===== config.mk =====
export PLATFORM = sky130hd
export DESIGN_NAME = intrusion_alarm_controller_flat
export DESIGN_NICKNAME = d
export VERILOG_FILES = /design/src/rtl/iac_pkg.sv /design/src/rtl/iac_tick_if.sv /design/src/rtl/iac_result_if.sv /design/src/rtl/iac_cfg_if.sv /design/src/rtl/iac_step.sv /design/src/rtl/intrusion_alarm_controller.sv /design/src/flat_wrapper.sv
export SDC_FILE = /design/constraint.sdc
export NUM_CORES = 1
export LEC_CHECK = 0
export BUFFER_PORTS_ARGS = -buffer_cell sky130_fd_sc_hd__buf_2
export CAP_MARGIN = 20
export CORE_UTILIZATION = 65
export DETAILED_ROUTE_END_ITERATION = 8
export PLACE_DENSITY = 0.95
export SYNTH_ARGS = -nofsm -noshare
export SYNTH_HDL_FRONTEND = slang
export SYNTH_SLANG_ARGS = --single-unit

===== constraint.sdc =====
create_clock -name clk -period 13 [get_ports clk]
set_input_delay 2.6 -clock clk [delete_from_list [all_inputs] [get_ports clk]]
set_output_delay 2.6 -clock clk [all_outputs]
set_load 0.02 [all_outputs]

===== src/rtl/iac_pkg.sv =====
// Shared types and constants of the intrusion alarm controller.
package iac_pkg;

  localparam int CFG_IDX_W  = 3;
  localparam int CFG_DATA_W = 24;

  localparam logic [CFG_IDX_W-1:0] CFG_DEBOUNCE      = 3'd0;
  localparam logic [CFG_IDX_W-1:0] CFG_DISARM_WINDOW = 3'd1;
  localparam logic [CFG_IDX_W-1:0] CFG_PREALERT_ON   = 3'd2;
  localparam logic [CFG_IDX_W-1:0] CFG_PREALERT_OFF  = 3'd3;
  localparam logic [CFG_IDX_W-1:0] CFG_ALARM_ON      = 3'd4;
  localparam logic [CFG_IDX_W-1:0] CFG_ALARM_OFF     = 3'd5;

  typedef enum logic [1:0] {
    MODE_DISARMED = 2'd0,
    MODE_ARMED    = 2'd1,
    MODE_WINDOW   = 2'd2,
    MODE_ALARMING = 2'd3
  } mode_t;

  typedef enum logic [2:0] {
    EV_NONE     = 3'd0,
    EV_MOVEMENT = 3'd1,
    EV_HALL     = 3'd2,
    EV_DUAL     = 3'd3,
    EV_DISARMED = 3'd4
  } event_kind_t;

  typedef struct packed {
    logic [9:0]  settle_ms;
    logic [23:0] grace_ms;
    logic [15:0] prealert_on_ms;
    logic [15:0] prealert_off_ms;
    logic [15:0] alarm_on_ms;
    logic [15:0] alarm_off_ms;
  } cfg_t;

  typedef struct packed {
    logic [31:0] now_ms;
    logic [31:0] epoch_time;
    logic        button_level;
    logic        motion_fresh;
    logic        hall_fresh;
    logic [31:0] motion_count;
    logic [31:0] hall_count;
  } tick_t;

  typedef struct packed {
    mode_t       mode;
    logic        raw_button_prev;
    logic        button_stable;
    logic [31:0] button_edge_time;
    logic        buzzer_level;
    logic        led_level;
    logic [31:0] phase_start_time;
    logic [31:0] window_start_time;
    logic [31:0] seen_motion_count;
    logic [31:0] seen_hall_count;
  } state_t;

  // Results of one tick: up to three events sharing one status.
  typedef struct packed {
    logic [1:0]             n_res;
    event_kind_t [2:0]      kinds;
    logic [31:0]            epoch;
    mode_t                  mode;
    logic                   buzzer_on;
    logic                   led_on;
    logic                   alert_request;
  } record_t;

endpackage


===== src/rtl/iac_tick_if.sv =====
// Input tick channel.
interface iac_tick_if;
  logic        valid;
  logic        ready;
  logic [31:0] now_ms;
  logic [31:0] epoch_time;
  logic        button_level;
  logic        motion_fresh;
  logic        hall_fresh;
  logic [31:0] motion_count;
  logic [31:0] hall_count;

  modport source (
    output valid, now_ms, epoch_time, button_level, motion_fresh, hall_fresh,
           motion_count, hall_count,
    input  ready
  );
  modport sink (
    input  valid, now_ms, epoch_time, button_level, motion_fresh, hall_fresh,
           motion_count, hall_count,
    output ready
  );
endinterface


===== src/rtl/iac_result_if.sv =====
// Result channel.
interface iac_result_if;
  logic        valid;
  logic        ready;
  logic [2:0]  event_kind;
  logic [31:0] event_time;
  logic [1:0]  alarm_mode;
  logic        buzzer_on;
  logic        led_on;
  logic        alert_request;
  logic        last_of_tick;

  modport source (
    output valid, event_kind, event_time, alarm_mode, buzzer_on, led_on,
           alert_request, last_of_tick,
    input  ready
  );
  modport sink (
    input  valid, event_kind, event_time, alarm_mode, buzzer_on, led_on,
           alert_request, last_of_tick,
    output ready
  );
endinterface


===== src/rtl/iac_cfg_if.sv =====
// Configuration write channel.
interface iac_cfg_if;
  logic                            valid;
  logic                            ready;
  logic [iac_pkg::CFG_IDX_W-1:0]   index;
  logic [iac_pkg::CFG_DATA_W-1:0]  data;

  modport source (output valid, index, data, input ready);
  modport sink (input valid, index, data, output ready);
endinterface


===== src/rtl/iac_step.sv =====
// Next-state and event logic for one tick.
module iac_step (
  input  iac_pkg::state_t  state,
  input  iac_pkg::cfg_t    cfg,
  input  iac_pkg::tick_t   tick,
  output iac_pkg::state_t  state_next,
  output iac_pkg::record_t rec_next
);

  logic        pressed;
  logic        ev_motion;
  logic        ev_hall;
  logic        ev_last;
  logic        alert;
  logic        pat_hit;
  logic [31:0] pat_len;
  logic [31:0] since_edge;
  logic [31:0] since_phase;
  logic [31:0] since_window;
  logic [1:0]  cnt;
  iac_pkg::event_kind_t last_kind;
  iac_pkg::event_kind_t [2:0] kinds;

  always_comb begin
    state_next = state;
    pressed    = 1'b0;
    ev_last    = 1'b0;
    last_kind  = iac_pkg::EV_NONE;
    alert      = 1'b0;
    pat_len    = '0;

    // debounce
    if (tick.button_level != state.raw_button_prev) begin
      state_next.button_edge_time = tick.now_ms;
      state_next.raw_button_prev  = tick.button_level;
    end
    since_edge = tick.now_ms - state_next.button_edge_time;
    if (since_edge >= {22'd0, cfg.settle_ms} && tick.button_level != state.button_stable) begin
      state_next.button_stable = tick.button_level;
      pressed = !tick.button_level;
    end

    // trigger counts, judged on the mode at the start of the tick
    ev_motion = (state.mode != iac_pkg::MODE_DISARMED) &&
                (tick.motion_count != state.seen_motion_count);
    ev_hall   = (state.mode != iac_pkg::MODE_DISARMED) &&
                (tick.hall_count != state.seen_hall_count);
    if (ev_motion) state_next.seen_motion_count = tick.motion_count;
    if (ev_hall)   state_next.seen_hall_count   = tick.hall_count;

    // buzzer pattern timing
    case (state.mode)
      iac_pkg::MODE_WINDOW:
        pat_len = state.buzzer_level ? {16'd0, cfg.prealert_on_ms} :
                                       {16'd0, cfg.prealert_off_ms};
      iac_pkg::MODE_ALARMING:
        pat_len = state.buzzer_level ? {16'd0, cfg.alarm_on_ms} :
                                       {16'd0, cfg.alarm_off_ms};
      default: pat_len = '0;
    endcase
    since_phase  = tick.now_ms - state.phase_start_time;
    since_window = tick.now_ms - state.window_start_time;
    pat_hit      = since_phase >= pat_len;

    case (state.mode)
      iac_pkg::MODE_DISARMED: begin
        state_next.buzzer_level = 1'b0;
        if (pressed) state_next.mode = iac_pkg::MODE_ARMED;
      end
      iac_pkg::MODE_ARMED: begin
        state_next.buzzer_level = 1'b0;
        if (pressed) begin
          state_next.mode = iac_pkg::MODE_DISARMED;
        end else if (tick.motion_fresh && tick.hall_fresh) begin
          state_next.mode              = iac_pkg::MODE_WINDOW;
          state_next.window_start_time = tick.now_ms;
          state_next.phase_start_time  = tick.now_ms;
          state_next.buzzer_level      = 1'b1;
          state_next.led_level         = 1'b1;
          ev_last   = 1'b1;
          last_kind = iac_pkg::EV_DUAL;
        end
      end
      iac_pkg::MODE_WINDOW: begin
        if (pat_hit) begin
          state_next.phase_start_time = tick.now_ms;
          state_next.buzzer_level     = !state.buzzer_level;
          state_next.led_level        = !state.buzzer_level;
        end
        if (pressed) begin
          state_next.buzzer_level = 1'b0;
          state_next.mode         = iac_pkg::MODE_ARMED;
          ev_last   = 1'b1;
          last_kind = iac_pkg::EV_DISARMED;
        end else if (since_window >= {8'd0, cfg.grace_ms}) begin
          state_next.mode             = iac_pkg::MODE_ALARMING;
          state_next.phase_start_time = tick.now_ms;
          state_next.buzzer_level     = 1'b1;
          state_next.led_level        = 1'b1;
          alert = 1'b1;
        end
      end
      default: begin
        if (pat_hit) begin
          state_next.phase_start_time = tick.now_ms;
          state_next.buzzer_level     = !state.buzzer_level;
          state_next.led_level        = !state.buzzer_level;
        end
        if (pressed) begin
          state_next.buzzer_level = 1'b0;
          state_next.mode         = iac_pkg::MODE_ARMED;
          ev_last   = 1'b1;
          last_kind = iac_pkg::EV_DISARMED;
        end
      end
    endcase

    // pack events in order
    kinds[0] = iac_pkg::EV_NONE;
    kinds[1] = iac_pkg::EV_NONE;
    kinds[2] = iac_pkg::EV_NONE;
    cnt   = 2'd0;
    if (ev_motion) begin
      kinds[cnt] = iac_pkg::EV_MOVEMENT;
      cnt = cnt + 2'd1;
    end
    if (ev_hall) begin
      kinds[cnt] = iac_pkg::EV_HALL;
      cnt = cnt + 2'd1;
    end
    if (ev_last) begin
      kinds[cnt] = last_kind;
      cnt = cnt + 2'd1;
    end

    rec_next.kinds         = kinds;
    rec_next.n_res         = (cnt == 2'd0) ? 2'd1 : cnt;
    rec_next.epoch         = (cnt == 2'd0) ? 32'd0 : tick.epoch_time;
    rec_next.mode          = state_next.mode;
    rec_next.buzzer_on     = state_next.buzzer_level;
    rec_next.led_on        = state_next.led_level;
    rec_next.alert_request = alert;
  end

endmodule


===== src/rtl/intrusion_alarm_controller.sv =====
// Intrusion alarm controller top level.
// Ticks enter an input register, one per cycle while tick.ready is high.
// When a tick leaves that register the debounce, mode and buzzer logic
// runs combinationally and its one to three results land in a result
// register, presented one per cycle while result.ready is high, the last
// carrying last_of_tick; a tick with no events still yields one result.
// A tick passes the input register, then the result register. The input
// register takes a new tick while earlier results are still waiting.
// Configuration writes are always ready and take effect on the next tick.
module intrusion_alarm_controller (
  input  logic               clk,
  input  logic               rst,
  iac_tick_if.sink           tick,
  iac_result_if.source       result,
  iac_cfg_if.sink            cfg
);

  iac_pkg::cfg_t    cfg_regs;
  iac_pkg::tick_t   s1;
  logic             s1_valid;
  iac_pkg::state_t  state;
  iac_pkg::state_t  state_next;
  iac_pkg::record_t rec;
  iac_pkg::record_t rec_next;
  logic             rec_valid;
  logic [1:0]       idx;
  logic             last;
  logic             out_take;
  logic             rec_done;
  logic             s1_move;

  iac_step u_step (
    .state      (state),
    .cfg        (cfg_regs),
    .tick       (s1),
    .state_next (state_next),
    .rec_next   (rec_next)
  );

  assign last     = idx == (rec.n_res - 2'd1);
  assign out_take = rec_valid && result.ready;
  assign rec_done = out_take && last;
  assign s1_move  = s1_valid && (!rec_valid || rec_done);

  assign tick.ready  = !s1_valid || s1_move;
  assign cfg.ready   = 1'b1;

  assign result.valid         = rec_valid;
  assign result.event_kind    = rec.kinds[idx];
  assign result.event_time    = rec.epoch;
  assign result.alarm_mode    = rec.mode;
  assign result.buzzer_on     = rec.buzzer_on;
  assign result.led_on        = rec.led_on;
  assign result.alert_request = rec.alert_request;
  assign result.last_of_tick  = last;

  always_ff @(posedge clk) begin
    if (rst) begin
      cfg_regs.settle_ms       <= 10'd50;
      cfg_regs.grace_ms        <= 24'd30000;
      cfg_regs.prealert_on_ms  <= 16'd200;
      cfg_regs.prealert_off_ms <= 16'd800;
      cfg_regs.alarm_on_ms     <= 16'd500;
      cfg_regs.alarm_off_ms    <= 16'd500;
    end else if (cfg.valid) begin
      case (cfg.index)
        iac_pkg::CFG_DEBOUNCE:      cfg_regs.settle_ms       <= cfg.data[9:0];
        iac_pkg::CFG_DISARM_WINDOW: cfg_regs.grace_ms        <= cfg.data;
        iac_pkg::CFG_PREALERT_ON:   cfg_regs.prealert_on_ms  <= cfg.data[15:0];
        iac_pkg::CFG_PREALERT_OFF:  cfg_regs.prealert_off_ms <= cfg.data[15:0];
        iac_pkg::CFG_ALARM_ON:      cfg_regs.alarm_on_ms     <= cfg.data[15:0];
        iac_pkg::CFG_ALARM_OFF:     cfg_regs.alarm_off_ms    <= cfg.data[15:0];
        default: ;
      endcase
    end
  end

  // input register
  always_ff @(posedge clk) begin
    if (rst) begin
      s1_valid <= 1'b0;
    end else if (tick.valid && tick.ready) begin
      s1_valid <= 1'b1;
    end else if (s1_move) begin
      s1_valid <= 1'b0;
    end
    if (tick.valid && tick.ready) begin
      s1.now_ms       <= tick.now_ms;
      s1.epoch_time   <= tick.epoch_time;
      s1.button_level <= tick.button_level;
      s1.motion_fresh <= tick.motion_fresh;
      s1.hall_fresh   <= tick.hall_fresh;
      s1.motion_count <= tick.motion_count;
      s1.hall_count   <= tick.hall_count;
    end
  end

  // controller state
  always_ff @(posedge clk) begin
    if (rst) begin
      state.mode              <= iac_pkg::MODE_DISARMED;
      state.raw_button_prev   <= 1'b1;
      state.button_stable     <= 1'b1;
      state.button_edge_time  <= '0;
      state.buzzer_level      <= 1'b0;
      state.led_level         <= 1'b0;
      state.phase_start_time  <= '0;
      state.window_start_time <= '0;
      state.seen_motion_count <= '0;
      state.seen_hall_count   <= '0;
    end else if (s1_move) begin
      state <= state_next;
    end
  end

  // result register
  always_ff @(posedge clk) begin
    if (rst) begin
      rec_valid <= 1'b0;
      idx       <= 2'd0;
    end else if (s1_move) begin
      rec_valid <= 1'b1;
      idx       <= 2'd0;
    end else if (rec_done) begin
      rec_valid <= 1'b0;
      idx       <= 2'd0;
    end else if (out_take) begin
      idx <= idx + 2'd1;
    end
    if (s1_move) begin
      rec <= rec_next;
    end
  end

endmodule

===== src/flat_wrapper.sv =====
// flat-port wrapper written by rule: the top's interface ports become plain ports
module intrusion_alarm_controller_flat 
  (clk, rst, tick_valid, tick_now_ms, tick_epoch_time, tick_button_level, tick_motion_fresh, tick_hall_fresh, tick_motion_count, tick_hall_count, tick_ready, result_valid, result_event_kind, result_event_time, result_alarm_mode, result_buzzer_on, result_led_on, result_alert_request, result_last_of_tick, result_ready, cfg_valid, cfg_index, cfg_data, cfg_ready);
  iac_tick_if tick_i ();
  iac_result_if result_i ();
  iac_cfg_if cfg_i ();
  input  logic clk;
  input  logic rst;
  input wire logic [$bits(tick_i.valid)-1:0] tick_valid;
  input wire logic [$bits(tick_i.now_ms)-1:0] tick_now_ms;
  input wire logic [$bits(tick_i.epoch_time)-1:0] tick_epoch_time;
  input wire logic [$bits(tick_i.button_level)-1:0] tick_button_level;
  input wire logic [$bits(tick_i.motion_fresh)-1:0] tick_motion_fresh;
  input wire logic [$bits(tick_i.hall_fresh)-1:0] tick_hall_fresh;
  input wire logic [$bits(tick_i.motion_count)-1:0] tick_motion_count;
  input wire logic [$bits(tick_i.hall_count)-1:0] tick_hall_count;
  output wire logic [$bits(tick_i.ready)-1:0] tick_ready;
  output wire logic [$bits(result_i.valid)-1:0] result_valid;
  output wire logic [$bits(result_i.event_kind)-1:0] result_event_kind;
  output wire logic [$bits(result_i.event_time)-1:0] result_event_time;
  output wire logic [$bits(result_i.alarm_mode)-1:0] result_alarm_mode;
  output wire logic [$bits(result_i.buzzer_on)-1:0] result_buzzer_on;
  output wire logic [$bits(result_i.led_on)-1:0] result_led_on;
  output wire logic [$bits(result_i.alert_request)-1:0] result_alert_request;
  output wire logic [$bits(result_i.last_of_tick)-1:0] result_last_of_tick;
  input wire logic [$bits(result_i.ready)-1:0] result_ready;
  input wire logic [$bits(cfg_i.valid)-1:0] cfg_valid;
  input wire logic [$bits(cfg_i.index)-1:0] cfg_index;
  input wire logic [$bits(cfg_i.data)-1:0] cfg_data;
  output wire logic [$bits(cfg_i.ready)-1:0] cfg_ready;
  assign tick_i.valid = tick_valid;
  assign tick_i.now_ms = tick_now_ms;
  assign tick_i.epoch_time = tick_epoch_time;
  assign tick_i.button_level = tick_button_level;
  assign tick_i.motion_fresh = tick_motion_fresh;
  assign tick_i.hall_fresh = tick_hall_fresh;
  assign tick_i.motion_count = tick_motion_count;
  assign tick_i.hall_count = tick_hall_count;
  assign tick_ready = tick_i.ready;
  assign result_valid = result_i.valid;
  assign result_event_kind = result_i.event_kind;
  assign result_event_time = result_i.event_time;
  assign result_alarm_mode = result_i.alarm_mode;
  assign result_buzzer_on = result_i.buzzer_on;
  assign result_led_on = result_i.led_on;
  assign result_alert_request = result_i.alert_request;
  assign result_last_of_tick = result_i.last_of_tick;
  assign result_i.ready = result_ready;
  assign cfg_i.valid = cfg_valid;
  assign cfg_i.index = cfg_index;
  assign cfg_i.data = cfg_data;
  assign cfg_ready = cfg_i.ready;
  intrusion_alarm_controller u_core (.clk(clk), .rst(rst), .tick(tick_i), .result(result_i), .cfg(cfg_i));
endmodule

==> results.cfg <==
[status]
outcome = completed

[cts]
cts_tree = yes
root_buffer = clkbuf_16
h-tree-depth = 2
cts_buffers = 45
clock_path_buffers = 3
ctsResizeCount = 0
cts_setup_buffers = 0
cts.sinks = 446
cts_hold_buf = 0
worstSkewPairLatency_ns = 0.61
clk_pin_slew_ns = 0.06

[worst_setup_path]
path_delay_family = compound AO/OA/AOI/OAI gates
worstPathRequired_ns = 13.52
crit_buf_inv = 3
worst_setup_path_end_kind = register
cp_slowest_cell = fa_1
worstSetupPathType = reg2reg
critical_path.max_fanout = 32
arrival_ns = 7.41
cp_slowest_stage_delay_ns = 0.48
worstSetupStartpointType = register
crit_top_cell = a21oi_1

[timing]
fin_crit_sh = 0.5301
rsz0062_at_grt = no
min_period_ns = 6.891
tightest_slew_ns = 1.116
hold_viol_final = 0
fin_skew_ns = 0.03287
setup_viol = 0
relSlewSlack = 0.2558
finalWorstSetupSlack_ns = 6.109
slew_violations = 0
tns_ns = 0
max_clock_freq_ghz = 0.1451

[drt]
vias = 20880
wl_mm = 70.03
wl_per_cell_um = 21.29
firstDrtPassIters = 6
drcViolationCount = 0
vias_per_cell = 6.347
drt-initial-drc-count = 1883
postRouteAntennaNets = 0

[placed_design]
dp_slack_ns = 6.183
portBuffers = 205
place_hpwl_mm = 47.70
place_congestion = 0.9721

[finish]
fin_nets = 3052
drive_above_1_share = 0.1298
area_growth_pct = 10.67

[synth]
synth_seq_area_share = 0.4345
synthCells = 2624
synth_cell_types = 83
ys_warn_count = 0
synth_area_mm2 = 0.02465
synth-edff-count = 178
synth_flop_cell = dfxtp_1
async_flop_share = 0
syn_area_per_cell_um2 = 9.393
synth_seq_cells = 446
syn_nets = 2931

[min_path]
hp-class = reg2reg

[power]
cellLeakagePower_nw = 10.46
powerDensity_mw_per_mm2 = 125.1
ir_worst_vdd_mv = 0.1429

[global_route]
antenna_found_initial = 5
grt_max_degree = 128
grt_pass1_vias = 20600
grt_usage = 0.3540
globalRouteOverflowTotal = 0
grt_pass1_wl_mm = 107.7

[floorplan]
fp.dieH_um = 196.7
pin_count = 207
start_util = 0.6669
die-area_mm2 = 0.03870
row_count = 70
die_width_um = 196.7
fp.coreArea_mm2 = 0.03696

[flow_run]
drv_cap = 0
==> worst register-to-register path: cells and delay by family, from the launching register on <==
| kind | cells | cell delay, ns |
|---|---|---|
| DFF | 1 | 0.41 |
| buffers and inverters | 3 | 0.58 |
| and+or+nand+nor | 5 | 1.44 |
| AOI/OAI and AO/OA | 16 | 3.44 |
| xor gates and xnor gates | 1 | 0.09 |
| adders and majority gates | 3 | 0.86 |
==> final cells by class <==
type | count | area, um^2
Antenna cell | 5 | 12.51
Fill cell | 2503 | 9683
Inverter | 153 | 575.6
Sequential cell | 446 | 10710
Clock buffer | 65 | 1292
Multi-Input combinational cell | 1868 | 12610
Timing Repair Buffer | 231 | 1276
Clock inverter | 18 | 167.7
Tap cell | 504 | 630.6
==> metal layers <==
layer  part of all wire  global-route usage
met2               0.48              0.5973
met1               0.39              0.4314
met3              0.081             0.06537
met5                  0                   0
met4              0.053              0.1863
==> stage by stage <==
step | hold slack [ns] | utilization | total power, mW | std cells | instance area [um^2]
after floorplan | 0.4329 | - | 1.967 | 2624 | 24650
after global placement | 0.4379 | 0.6952 | 2.103 | 3194 | 25700
after detailed placement | 0.4441 | 0.6963 | 2.122 | 3199 | 25730
after CTS | 0.4573 | 0.7358 | 3.399 | 3282 | 27190
after global routing | 0.4745 | 0.7379 | 3.528 | 3288 | 27270
final | 0.4580 | 0.7380 | 3.413 | 3290 | 27280
==> power breakdown <==
group / leakage (nW) / total [mW] / internal [mW] / switching (mW)
combinational: 5.84 / 0.562 / 0.215 / 0.348
clock: 0.716 / 1.29 / 0.720 / 0.575
sequential: 3.91 / 1.56 / 1.51 / 0.0466
==> synthesized netlist by cell type, types with 32 or more instances <==
| master | count | area share |
|---|---|---|
| a32o_1 | 32 | 0.013 |
| edfxtp_1 | 178 | 0.22 |
| buf_4 | 41 | 0.012 |
| nand4_1 | 34 | 0.0086 |
| xor2_1 | 90 | 0.032 |
| xnor2_1 | 49 | 0.017 |
| o21ai_0 | 79 | 0.016 |
| nand2_1 | 311 | 0.047 |
| a211oi_1 | 38 | 0.012 |
| mux2_2 | 34 | 0.016 |
| ha_1 | 142 | 0.072 |
| inv_1 | 153 | 0.023 |
| a21oi_1 | 217 | 0.044 |
| nor2_1 | 222 | 0.034 |
| mux2i_1 | 128 | 0.052 |
| nor3b_1 | 38 | 0.012 |
| nand3_1 | 37 | 0.0075 |
| clkbuf_1 | 93 | 0.014 |
| dfxtp_1 | 268 | 0.22 |
==> cells by family (layout without fill, tap and decap cells) <==
kind of cell | after synthesis | in the layout | synth area share
compound gates | 580 | 580 | 0.1563
xor+xnor | 141 | 141 | 0.05071
fa+ha+maj | 152 | 152 | 0.07696
buf+inv | 310 | 467 | 0.05533
flops | 446 | 446 | 0.4345
mux | 163 | 163 | 0.06797
other cells | 1 | 6 | 0.0001521
simple gates | 831 | 831 | 0.1581
==> worst paths after layout <==
kind,slack [ns],start,depth (start not counted),to
max,6.11,u_core.s1[99]$_DFFE_PP_,28,u_core.state[107]$_SDFFE_PP0P_
min reg2reg,0.46,u_core.cfg_regs[86]$_SDFFE_PP0P_,2,u_core.cfg_regs[86]$_SDFFE_PP0P_
max reg2reg,6.11,u_core.s1[99]$_DFFE_PP_,28,u_core.state[107]$_SDFFE_PP0P_
min,0.46,u_core.cfg_regs[86]$_SDFFE_PP0P_,2,u_core.cfg_regs[86]$_SDFFE_PP0P_
==> placed cells by master, fill, tap and decap left out, types with 38 or more instances in the layout <==
| master | netlist | final |
|---|---|---|
| edfxtp_1 | 178 | 178 |
| xor2_1 | 90 | 90 |
| dfxtp_1 | 268 | 268 |
| ha_1 | 142 | 142 |
| nand2_1 | 311 | 311 |
| xnor2_1 | 49 | 49 |
| buf_2 | 13 | 205 |
| clkbuf_16 | 0 | 46 |
| inv_1 | 153 | 152 |
| mux2i_1 | 128 | 128 |
| o21ai_0 | 79 | 79 |
| nor3b_1 | 38 | 38 |
| a21oi_1 | 217 | 215 |
| nor2_1 | 222 | 221 |
| a211oi_1 | 38 | 38 |
==> registers in the layout, summed over array words and instances, names as in the netlist, 2 cells and up <==
| register | cells |
|---|---|
| u_core.state | 166 |
| u_core.result.alarm_mode | 2 |
| u_core.rec | 10 |
| u_core.idx | 2 |
| u_core.cfg_regs | 98 |
| u_core.s1 | 131 |
| u_core.result.event_time | 32 |
Note: power is estimated with default switching activity, not from simulation.
